--- config.mk ---
export PLATFORM = sky130hd
export DESIGN_NAME = epoch_seconds_to_calendar_core
export DESIGN_NICKNAME = d
export VERILOG_FILES = /design/src/rtl/es2c_pkg.sv /design/src/rtl/es2c_sub.sv /design/src/rtl/epoch_seconds_to_calendar_core.sv
export SDC_FILE = /design/constraint.sdc
export NUM_CORES = 1
export LEC_CHECK = 0
export ABC_AREA = 1
export BUFFER_PORTS_ARGS = -buffer_cell sky130_fd_sc_hd__buf_2
export CELL_PAD_IN_SITES_DETAIL_PLACEMENT = 0
export CELL_PAD_IN_SITES_GLOBAL_PLACEMENT = 2
export CORE_MARGIN = 3
export CORE_UTILIZATION = 37
export CTS_BUF_LIST = sky130_fd_sc_hd__clkbuf_4 sky130_fd_sc_hd__clkbuf_8 sky130_fd_sc_hd__clkbuf_16
export DETAILED_ROUTE_END_ITERATION = 7
export GPL_TIMING_DRIVEN = 1
export PLACE_DENSITY = 0.89
export SLEW_MARGIN = 20
export SYNTH_ARGS = -nofsm -noshare
export SYNTH_HDL_FRONTEND = slang
export SYNTH_SLANG_ARGS = --single-unit
--- constraint.sdc ---
create_clock -name clk -period 8.1 [get_ports clk]
set_input_delay 0.405 -clock clk [delete_from_list [all_inputs] [get_ports clk]]
set_output_delay 0.405 -clock clk [all_outputs]
set_load 0.005 [all_outputs]
--- src/rtl/es2c_pkg.sv ---
`default_nettype none
package es2c_pkg;

  localparam int SECONDS_BITS = 32;
  localparam int IN_W         = 32;
  localparam int DAYS_W       = SECONDS_BITS - 16;
  localparam int DIV_REM_W    = 17;
  localparam int SUB_W        = (DAYS_W > DIV_REM_W + 1) ? DAYS_W : DIV_REM_W + 1;
  localparam int YEAR_W       = 12;
  localparam int HREM_W       = 12;

  // 86400 = 675 << 7: scale the count down by 128, then multiply by the reciprocal of 675
  localparam int DAY_PRE_SHIFT = 7;
  localparam int MUL_A_W       = SECONDS_BITS - DAY_PRE_SHIFT;
  localparam int MUL_B_W       = MUL_A_W + 1;
  localparam int MUL_P_W       = MUL_A_W + MUL_B_W;
  localparam int DAY_SHIFT     = MUL_A_W + 10;
  localparam longint unsigned DAY_RECIP_FULL = ((64'd1 << DAY_SHIFT) + 64'd674) / 64'd675;
  localparam logic [MUL_B_W-1:0] DAY_RECIP = MUL_B_W'(DAY_RECIP_FULL);

  localparam int          HOUR_PRE_SHIFT = 4;
  localparam int          HOUR_SHIFT     = 21;
  localparam logic [13:0] HOUR_RECIP     = 14'd9321;
  localparam int          MIN_PRE_SHIFT  = 2;
  localparam int          MIN_SHIFT      = 14;
  localparam logic [10:0] MIN_RECIP      = 11'd1093;

  localparam logic [16:0] SECS_PER_DAY  = 17'd86400;
  localparam logic [16:0] SECS_PER_HOUR = 17'd3600;
  localparam logic [16:0] SECS_PER_MIN  = 17'd60;

  localparam logic [YEAR_W-1:0] BASE_YEAR = YEAR_W'(1970);
  localparam logic [1:0] BASE_MOD4   = 2'd2;
  localparam logic [6:0] BASE_MOD100 = 7'd70;
  localparam logic [8:0] BASE_MOD400 = 9'd370;

  localparam logic [8:0] YEAR_DAYS      = 9'd365;
  localparam logic [8:0] LEAP_YEAR_DAYS = 9'd366;

  localparam logic [3:0] MON_FEB = 4'd1;
  localparam logic [3:0] MON_APR = 4'd3;
  localparam logic [3:0] MON_JUN = 4'd5;
  localparam logic [3:0] MON_SEP = 4'd8;
  localparam logic [3:0] MON_NOV = 4'd10;
  localparam logic [3:0] MON_DEC = 4'd11;

  typedef struct packed {
    logic             ge;
    logic [SUB_W-1:0] diff;
  } es2c_sub_res_t;

  function automatic logic [4:0] month_len(input logic [3:0] mon, input logic leap);
    logic [4:0] len;
    len = 5'd31;
    if (mon == MON_FEB) begin
      len = leap ? 5'd29 : 5'd28;
    end else if (mon == MON_APR || mon == MON_JUN || mon == MON_SEP || mon == MON_NOV) begin
      len = 5'd30;
    end
    return len;
  endfunction

endpackage
`default_nettype wire

--- src/rtl/es2c_sub.sv ---
`default_nettype none
module es2c_sub (
  input  logic [es2c_pkg::SUB_W-1:0] a_i,
  input  logic [es2c_pkg::SUB_W-1:0] b_i,
  output es2c_pkg::es2c_sub_res_t    res_o
);

  logic                      borrow;
  logic [es2c_pkg::SUB_W-1:0] diff;

  assign {borrow, diff} = {1'b0, a_i} - {1'b0, b_i};
  assign res_o.ge       = ~borrow;
  assign res_o.diff     = diff;

endmodule
`default_nettype wire

--- src/rtl/epoch_seconds_to_calendar_core.sv ---
// Flow: setup steps S_DAY, S_SOD, S_HOUR, S_HREM, S_MIN and S_SEC split the count with one
//   shared multiplier (reciprocals of 86400, 3600 and 60, and those constants) and one shared
//   subtractor, then one year step per whole year from 1970 (up to 136 plus the exit compare)
//   and one per whole month (up to 11 plus exit); S_DONE stalls while out_ready holds the last result.
// Throughput: one item at a time; in_ready is high only in idle.
// Reset: synchronous active-low rst_n clears the sequencer and out_valid.
`default_nettype none
module epoch_seconds_to_calendar_core (
  input  logic                           clk,
  input  logic                           rst_n,
  input  logic                           in_valid,
  output logic                           in_ready,
  input  logic [es2c_pkg::IN_W-1:0]      in_epoch_seconds,
  output logic                           out_valid,
  input  logic                           out_ready,
  output logic [5:0]                     out_second,
  output logic [5:0]                     out_minute,
  output logic [4:0]                     out_hour,
  output logic [4:0]                     out_day_of_month,
  output logic [3:0]                     out_month_number,
  output logic [es2c_pkg::YEAR_W-1:0]    out_year_number
);

  localparam int SB = es2c_pkg::SECONDS_BITS;
  localparam int RW = es2c_pkg::DIV_REM_W;
  localparam int HW = es2c_pkg::HREM_W;
  localparam int AW = es2c_pkg::MUL_A_W;
  localparam int BW = es2c_pkg::MUL_B_W;
  localparam int PW = es2c_pkg::MUL_P_W;
  localparam int DW = es2c_pkg::DAYS_W;
  localparam int XW = es2c_pkg::SUB_W;

  typedef enum logic [3:0] {
    S_IDLE, S_DAY, S_SOD, S_HOUR, S_HREM, S_MIN, S_SEC, S_YEAR, S_MONTH, S_DONE
  } state_t;

  state_t                          state_r;
  logic [SB-1:0]                   secs_r;
  logic [DW-1:0]                   days_r;
  logic [RW-1:0]                   sod_r;
  logic [HW-1:0]                   hrem_r;
  logic [4:0]                      hour_r;
  logic [5:0]                      minute_r;
  logic [5:0]                      second_r;
  logic [es2c_pkg::YEAR_W-1:0]     year_r;
  logic [1:0]                      m4_r;
  logic [6:0]                      m100_r;
  logic [8:0]                      m400_r;
  logic [3:0]                      mon_r;
  logic                            out_valid_r;
  logic [5:0]                      out_second_r;
  logic [5:0]                      out_minute_r;
  logic [4:0]                      out_hour_r;
  logic [4:0]                      out_day_r;
  logic [3:0]                      out_month_r;
  logic [es2c_pkg::YEAR_W-1:0]     out_year_r;

  logic [AW-1:0]                   mul_a;
  logic [BW-1:0]                   mul_b;
  logic [PW-1:0]                   prod;
  logic                            leap;
  logic [4:0]                      mlen;
  logic [XW-1:0]                   sub_a;
  logic [XW-1:0]                   sub_b;
  es2c_pkg::es2c_sub_res_t         sub_res;

  assign prod = PW'(mul_a) * PW'(mul_b);
  assign leap = ((m4_r == 2'd0) && (m100_r != 7'd0)) || (m400_r == 9'd0);
  assign mlen = es2c_pkg::month_len(mon_r, leap);

  always_comb begin
    mul_a = '0;
    mul_b = '0;
    unique case (state_r)
      S_DAY: begin
        mul_a = secs_r[SB-1:es2c_pkg::DAY_PRE_SHIFT];
        mul_b = es2c_pkg::DAY_RECIP;
      end
      S_SOD: begin
        mul_a = AW'(days_r);
        mul_b = BW'(es2c_pkg::SECS_PER_DAY);
      end
      S_HOUR: begin
        mul_a = AW'(sod_r[RW-1:es2c_pkg::HOUR_PRE_SHIFT]);
        mul_b = BW'(es2c_pkg::HOUR_RECIP);
      end
      S_HREM: begin
        mul_a = AW'(hour_r);
        mul_b = BW'(es2c_pkg::SECS_PER_HOUR);
      end
      S_MIN: begin
        mul_a = AW'(hrem_r[HW-1:es2c_pkg::MIN_PRE_SHIFT]);
        mul_b = BW'(es2c_pkg::MIN_RECIP);
      end
      S_SEC: begin
        mul_a = AW'(minute_r);
        mul_b = BW'(es2c_pkg::SECS_PER_MIN);
      end
      default: begin
      end
    endcase
  end

  always_comb begin
    sub_a = '0;
    sub_b = '0;
    unique case (state_r)
      S_SOD: begin
        sub_a = XW'(secs_r[RW-1:0]);
        sub_b = XW'(prod[RW-1:0]);
      end
      S_HREM: begin
        sub_a = XW'(sod_r);
        sub_b = XW'(prod[RW-1:0]);
      end
      S_SEC: begin
        sub_a = XW'(hrem_r);
        sub_b = XW'(prod[HW-1:0]);
      end
      S_YEAR: begin
        sub_a = XW'(days_r);
        sub_b = XW'(leap ? es2c_pkg::LEAP_YEAR_DAYS : es2c_pkg::YEAR_DAYS);
      end
      S_MONTH: begin
        sub_a = XW'(days_r);
        sub_b = XW'(mlen);
      end
      default: begin
      end
    endcase
  end

  es2c_sub u_sub (
    .a_i   (sub_a),
    .b_i   (sub_b),
    .res_o (sub_res)
  );

  assign in_ready         = (state_r == S_IDLE);
  assign out_valid        = out_valid_r;
  assign out_second       = out_second_r;
  assign out_minute       = out_minute_r;
  assign out_hour         = out_hour_r;
  assign out_day_of_month = out_day_r;
  assign out_month_number = out_month_r;
  assign out_year_number  = out_year_r;

  always_ff @(posedge clk) begin
    if (!rst_n) begin
      state_r     <= S_IDLE;
      out_valid_r <= 1'b0;
    end else begin
      if (out_valid_r && out_ready && state_r != S_DONE) begin
        out_valid_r <= 1'b0;
      end
      unique case (state_r)
        S_IDLE: begin
          if (in_valid) begin
            secs_r  <= SB'(in_epoch_seconds);
            state_r <= S_DAY;
          end
        end
        S_DAY: begin
          days_r  <= prod[es2c_pkg::DAY_SHIFT +: DW];
          state_r <= S_SOD;
        end
        S_SOD: begin
          sod_r   <= sub_res.diff[RW-1:0];
          state_r <= S_HOUR;
        end
        S_HOUR: begin
          hour_r  <= prod[es2c_pkg::HOUR_SHIFT +: 5];
          state_r <= S_HREM;
        end
        S_HREM: begin
          hrem_r  <= sub_res.diff[HW-1:0];
          state_r <= S_MIN;
        end
        S_MIN: begin
          minute_r <= prod[es2c_pkg::MIN_SHIFT +: 6];
          state_r  <= S_SEC;
        end
        S_SEC: begin
          second_r <= sub_res.diff[5:0];
          year_r   <= es2c_pkg::BASE_YEAR;
          m4_r     <= es2c_pkg::BASE_MOD4;
          m100_r   <= es2c_pkg::BASE_MOD100;
          m400_r   <= es2c_pkg::BASE_MOD400;
          state_r  <= S_YEAR;
        end
        S_YEAR: begin
          if (sub_res.ge) begin
            days_r <= DW'(sub_res.diff);
            year_r <= year_r + 1'b1;
            m4_r   <= m4_r + 1'b1;
            m100_r <= (m100_r == 7'd99) ? 7'd0 : m100_r + 1'b1;
            m400_r <= (m400_r == 9'd399) ? 9'd0 : m400_r + 1'b1;
          end else begin
            mon_r   <= '0;
            state_r <= S_MONTH;
          end
        end
        S_MONTH: begin
          if (!sub_res.ge || mon_r == es2c_pkg::MON_DEC) begin
            state_r <= S_DONE;
          end else begin
            days_r <= DW'(sub_res.diff);
            mon_r  <= mon_r + 1'b1;
          end
        end
        S_DONE: begin
          if (!out_valid_r || out_ready) begin
            out_second_r <= second_r;
            out_minute_r <= minute_r;
            out_hour_r   <= hour_r;
            out_day_r    <= days_r[4:0] + 5'd1;
            out_month_r  <= mon_r + 4'd1;
            out_year_r   <= year_r;
            out_valid_r  <= 1'b1;
            state_r      <= S_IDLE;
          end
        end
        default: begin
          state_r <= S_IDLE;
        end
      endcase
    end
  end

  a_accept_starts_day: assert property (@(posedge clk) disable iff (!rst_n)
    (in_valid && in_ready) |=> (state_r == S_DAY))
    else $error("accepted beat did not start the day split");

  a_leap_counters: assert property (@(posedge clk) disable iff (!rst_n)
    (state_r == S_YEAR || state_r == S_MONTH) |->
      (m4_r == m100_r[1:0] && m4_r == m400_r[1:0] && m4_r == year_r[1:0]))
    else $error("leap counters out of step with year");

  a_sod_range: assert property (@(posedge clk) disable iff (!rst_n)
    (state_r == S_HOUR || state_r == S_HREM) |-> (sod_r < es2c_pkg::SECS_PER_DAY))
    else $error("second of day out of range");

  a_hrem_range: assert property (@(posedge clk) disable iff (!rst_n)
    (state_r == S_MIN || state_r == S_SEC) |-> (RW'(hrem_r) < es2c_pkg::SECS_PER_HOUR))
    else $error("second of hour out of range");

  a_month_range: assert property (@(posedge clk) disable iff (!rst_n)
    (state_r == S_MONTH) |-> (mon_r <= es2c_pkg::MON_DEC))
    else $error("month index out of range");

  a_out_fields: assert property (@(posedge clk) disable iff (!rst_n)
    out_valid_r |-> (out_day_r != 5'd0 && out_month_r != 4'd0 && out_month_r <= 4'd12))
    else $error("result day or month out of range");

endmodule
`default_nettype wire

== Yosys cells after proc, flatten, opt, wreduce, memory -nomap -nowiden ==
Cells that the tools add are included.

* Input port bits: 36
* Logic and storage cells: 114
* Output and inout port bits: 40
* Register bits: 171

* Reduce and logical (&&, ||, !) cells: 30
* Equality and inequality tests: 24
* Multiply operators: 1
* Multiplexer cells: 32
* $add $sub $neg: 7

{| class="wikitable"
|+ Operator list
! operator !! number
|-
| case mux 26 bit (6 select lines) || 1
|-
| case mux 25 bit (6 select lines) || 1
|-
| case mux 17 bit (4 select lines) || 2
|-
| multiplier 25 x 26 -> 51 bit || 1
|-
| case mux 16 bit (3 select lines) || 1
|-
| case mux 4 bit (10 select lines) || 1
|-
| 2-to-1 mux 16 bit || 2
|-
| 2-to-1 mux 4 bit || 6
|-
| case mux 12 bit (2 select lines) || 1
|-
| == test 4 x 3 -> 1 bit, second input constant || 5
|-
| == test 4 bit, second input constant || 5
|-
| 2-to-1 mux 9 bit || 2
|-
| case mux 9 bit (2 select lines) || 1
|-
| subtractor 17 x 17 -> 18 bit || 1
|-
| 2-to-1 mux 7 bit || 2
|-
| case mux 7 bit (2 select lines) || 1
|-
| adder 12 x 1 -> 12 bit, second input constant || 1
|-
| == test 4 x 2 -> 1 bit, second input constant || 3
|-
| 2-to-1 mux 12 bit || 1
|-
| AND reduction 4 bit || 3
|-
| inequality test 2 bit, second input constant || 5
|-
| AND reduction 2 bit || 5
|-
| adder 9 x 1 -> 9 bit, second input constant || 1
|-
| == test 9 bit, second input constant || 1
|-
| 23 further kinds || 41
|}

== Depth between registers and ports, before layout ==
* Depth in word-level cells: 11
* Gate-level depth with buffers: 43
* Gate-level depth less buffers: 42

== Cells and area by module ==
From an unflattened synthesis, not the netlist that was laid out.

* Cells, all modules: 3009
* Area total of the unflattened synthesis: 25190.4 um2

{| class="wikitable"
|+ By module, submodules not included
! module !! seq. area each (um2) !! cells an instance !! area each (um2) !! times used
|-
| epoch_seconds_to_calendar_core || 5084.9 || 2805 || 24120.6 || 1
|-
| es2c_sub || 0.0 || 204 || 1069.8 || 1
|}

== Worst setup path after synthesis ==
Ideal clock, no wire load.

* Kind: register to register
* Start: register state_r[3]
* End: register days_r[0] (enable)
* Buffers on the path: 0
* Clock period less this slack: 7.877 ns
* Data required time: 7.701 ns
* Arrival: 7.478 ns
* Slack: 0.223 ns
* Cell stages (with the launch flop): 34
* Setup time: 0.399 ns
* Cell sequence: dfxtp_1 > nor2_4 > nand2_2 > nor2_1 > inv_1 > nand2_1 > nor3_2 > nor2_1 > fa_1 > inv_1 > fa_1 > fa_1 > inv_1 > ha_1 > fa_1 > fa_1 > inv_1 > fa_1 > inv_1 > ha_1 > nand2_1 > inv_1 > a21oi_1 > nand3_1 > xor2_1 > nand2_1 > ha_1 > nand2_1 > nor2_1 > and2_1 > nand2_1 > nand2_1 > nand2_1 > a31oi_1

* Cells in the longest elaborated chain, start to end: 8
* Elaborated cells between the ends (all ways): 21
* Those cells by class: 1 x add/sub; 1 x mul; 10 x eq/ne; 4 x mux; 5 x reduce/logical

{| class="wikitable"
|+ Ends and longest elaborated chain
! element !! RTL line !! source
|-
| start, declared || epoch_seconds_to_calendar_core.sv:37 || <nowiki>state_t state_r;</nowiki>
|-
| start signal, assigned || epoch_seconds_to_calendar_core.sv:150 || <nowiki>state_r <= S_IDLE;</nowiki>
|-
| start signal, assigned || epoch_seconds_to_calendar_core.sv:160 || <nowiki>state_r <= S_DAY;</nowiki>
|-
| start signal, assigned || epoch_seconds_to_calendar_core.sv:165 || <nowiki>state_r <= S_SOD;</nowiki>
|-
| == test 4 x 3 -> 1 bit, or another cell as far along || epoch_seconds_to_calendar_core.sv:74 || <nowiki>unique case (state_r)</nowiki>
|-
| case mux 25 bit (6 select lines) / case mux 26 bit (6 select lines) (equally long branches) || epoch_seconds_to_calendar_core.sv:74 ||
|-
| multiplier 25 x 26 -> 51 bit (*) || epoch_seconds_to_calendar_core.sv:67 || <nowiki>assign prod = PW'(mul_a) * PW'(mul_b);</nowiki>
|-
| named net prod[15] || epoch_seconds_to_calendar_core.sv:60 || <nowiki>logic [PW-1:0] prod;</nowiki>
|-
| case mux 17 bit (4 select lines) (*) || epoch_seconds_to_calendar_core.sv:107 || <nowiki>unique case (state_r)</nowiki>
|-
| subtractor 17 x 17 -> 18 bit (*) || es2c_sub.sv:11 || <nowiki>assign {borrow, diff} = {1'b0, a_i} - {1'b0, b_i};</nowiki>
|-
| logical OR 1 bit || epoch_seconds_to_calendar_core.sv:204 || <nowiki>if (!sub_res.ge || mon_r == es2c_pkg::MON_DEC) begin</nowiki>
|-
| inequality test 2 bit (no line) || -- ||
|-
| AND reduction 4 bit (no line) (*) || -- ||
|-
| end signal, assigned || epoch_seconds_to_calendar_core.sv:164 || <nowiki>days_r <= prod[es2c_pkg::DAY_SHIFT +: DW];</nowiki>
|-
| end signal, assigned || epoch_seconds_to_calendar_core.sv:193 || <nowiki>days_r <= DW'(sub_res.diff);</nowiki>
|-
| end signal, assigned || epoch_seconds_to_calendar_core.sv:207 || <nowiki>days_r <= DW'(sub_res.diff);</nowiki>
|-
| end, declared || epoch_seconds_to_calendar_core.sv:39 || <nowiki>logic [DW-1:0] days_r;</nowiki>
|}

The timed path passes the listed nets; every way through them passes the cells marked *.
A chain may end at the register's enable or synchronous reset.

== Worst setup path after layout ==
* Start: register state_r[3]
* End: register days_r[12] (enable)

Same word-level chain as after synthesis.

==> summary.txt <==
STA
  • Fin. Hold Viols: 0
  • RSZ-0062 raised after global routing: no
  • Setup ws final: 0.243 ns
  • Final-report setup violation count: 0
  • Clk_skew: 0.0208 ns
  • Final min period: 7.86 ns
  • Slew headroom: 0.410
  • Least-Margin Pin Slew: between 0.8 and 0.9 ns
  • Final worst-path cycle share: 0.970
  • Max-slew violation count: 0
  • FMAX: 0.127 GHz

Yosys
  • Top FF cell, synth: edfxtp_1
  • Ranking of synthesized cells by area: fa_1 (31%), edfxtp_1 (20%), ha_1 (14%), inv_1 (13%), nand2_1 (8.4%)
  • Post-synth top cells: inv_1 (823), nand2_1 (552), fa_1 (378)
  • Synth warnings: 0
  • Synth top area share: 0.307
  • Cell area after synthesis: 24600 µm²
  • Post-synth EDFFs: 166
  • Yosys top cell by area: fa_1
  • Syn Inst Count: 2847
  • Syn Area/Cell: slightly below 9 µm²
  • Netlist cell types: 47
  • Flops & latches, synth: 171
  • Post-synth ARST share: 0
  • Post-synthesis sequential area ratio: 0.207
  • Most instantiated library cell after synthesis: inv_1

Detailed routing
  • Vias per inst: 4.74
  • Drt wl/cell: 19.7 µm
  • Routed Antenna Nets: 0
  • Total number of vias: 19000
  • DRC viols: 0
  • 1st-iter DRT viols: around 1100
  • Final wirelength: 79300 µm
  • Pre-antenna DRT Iters: 6

Worst setup path
  • R2r setup slk: 0.24 ns
  • Cell family with most CP delay: adder cells
  • Required @ worst endpoint: 8.26 ns
  • Buf/Inv on CP: 8
  • Element type at the critical path end: flop
  • Worst Path Arrival: approximately 8.0 ns
  • CP startpoint kind: flop
  • CP max FO: 8
  • Crit path kind: flop to flop
  • Slowest cell on the critical path: fa_1
  • Slowest stage delay, CP: 0.64 ns

Global route
  • Largest net degree at the start of global routing: 31
  • Initial antenna violation count: 3
  • Vias in the first global route: 20100
  • GR Overflow Total: 0
  • Total GRT Usage: 0.232
  • First-pass GRT wire length: 120000 µm

Place
  • Dpl ws: -0.0754 ns
  • HPWL Detailed: about 71000 µm
  • I/O Buffers: 75
  • Gpl congestion: 0.975
  • Area post-placement: 27300 µm²

Die
  • I/O pin total: 76
  • Die Footprint: ~70000 µm²
  • Die X: 264 µm
  • Num rows: 93
  • Die Y-Extent: ~260 µm
  • Starting Density: 0.378
  • CORE AREA: 65200 µm²

Cells and area
  • Post-route cell area: 28400 µm²
  • Diodes inserted: 0
  • Layout cell share with drive strength beyond 1: 0.115
  • # nets final: 3841
  • Synth-to-Final Area Change: 15.4%

Clock tree
  • CTS max path bufs: 2
  • Root Buffer: clkbuf_16
  • Hold-fix buffers, CTS: 0
  • CTS H-Tree Depth: 4
  • CTS tree: yes
  • Worst skew pair latency: 0.46 ns
  • Clk slew on worst S/H paths: 0.09 ns
  • Total CTS buffers: 17
  • Clk sinks: about 170

Run status
  • Outcome: completed

Job
  • Max-cap violations: 0

Hold path
  • HP Class: primary input to flop
[state kept, by name, summed over array words and instances, names as in the netlist, 6 cells and up]
name and cells:
out_minute 6, out_second 6, minute_r 6, secs_r 32
hrem_r 12, second_r 6, out_year_number 12, m100_r 7
m400_r 9, sod_r 17, year_r 12, days_r 16
[layout by cell type (no fill, tap or decap), types with 9 or more instances in the layout]
| master | count |
|---|---|
| a21oi_1 | 68 |
| buf_2 | 75 |
| buf_4 | 131 |
| clkbuf_16 | 18 |
| conb_1 | 95 |
| edfxtp_1 | 166 |
| fa_1 | 373 |
| ha_1 | 267 |
| ha_4 | 10 |
| inv_1 | 815 |
| inv_2 | 14 |
| nand2_1 | 539 |
| nand2_2 | 13 |
| nand3_1 | 85 |
| nand3b_1 | 11 |
| nand4_1 | 12 |
| nor2_1 | 220 |
| nor2_2 | 23 |
| nor3_1 | 15 |
| o21ai_0 | 37 |
| o22ai_1 | 14 |
| or2_2 | 10 |
| xnor2_1 | 9 |
| xor2_1 | 24 |
[cell families after synthesis]
kind of cell,synth area share
XOR/XNOR,0.0128
AND/OR/NAND/NOR,0.162
adder cells (fa/ha/maj),0.448
flip-flops,0.207
other,0.000305
AO/OA/AOI/OAI,0.0384
buffers and inverters,0.132
[through the flow]
step,cells,util,setup TNS (ns),hold slack [ns]
6_report,4018,0.436,0,0.111
5_1_grt,4018,0.436,0,0.0918
4_1_cts,3999,0.428,0,0.0738
3_5_place_dp,3967,0.418,-1.44,0.405
3_3_place_gp,3967,0.418,0,0.406
2_1_floorplan,2940,-,0,0.400
[path summary, 6_finish.rpt]
kind	start	endpoint	depth (start not counted)
worst max-delay path	state_r[3]	days_r[12]	35
worst max register to register	state_r[3]	days_r[12]	35
worst min register to register	second_r[1]	out_second[1]	0
worst min-delay path	in_epoch_seconds[21]	secs_r[21]	1
[layout make-up]
cell class / instances / area (µm²)
clock inverter: 14 / 173
timing repair buffer: 213 / 1490
clock buffer: 18 / 433
fill: 6588 / 36800
sequential: 171 / 5090
tap: 855 / 1070
multi-input combinational: 1914 / 17000
inverter: 833 / 3140
[metal layers]
layer  wire length (µm)  track usage
met1              36100        0.325
met2              36200        0.372
met3               4720       0.0370
met4               2250       0.0659
met5                  0            0
[repair_timing]
item	4_1_cts	5_1_grt
setup buffers	0	17
resized for setup	4	94
cloned	0	2
pin swaps	0	27
endpoints found under the hold margin	0	0
setup endpoints to repair	50	65
Power is not shown: default switching activity piles up to over one toggle a cycle in this logic, so the estimate is an artifact.
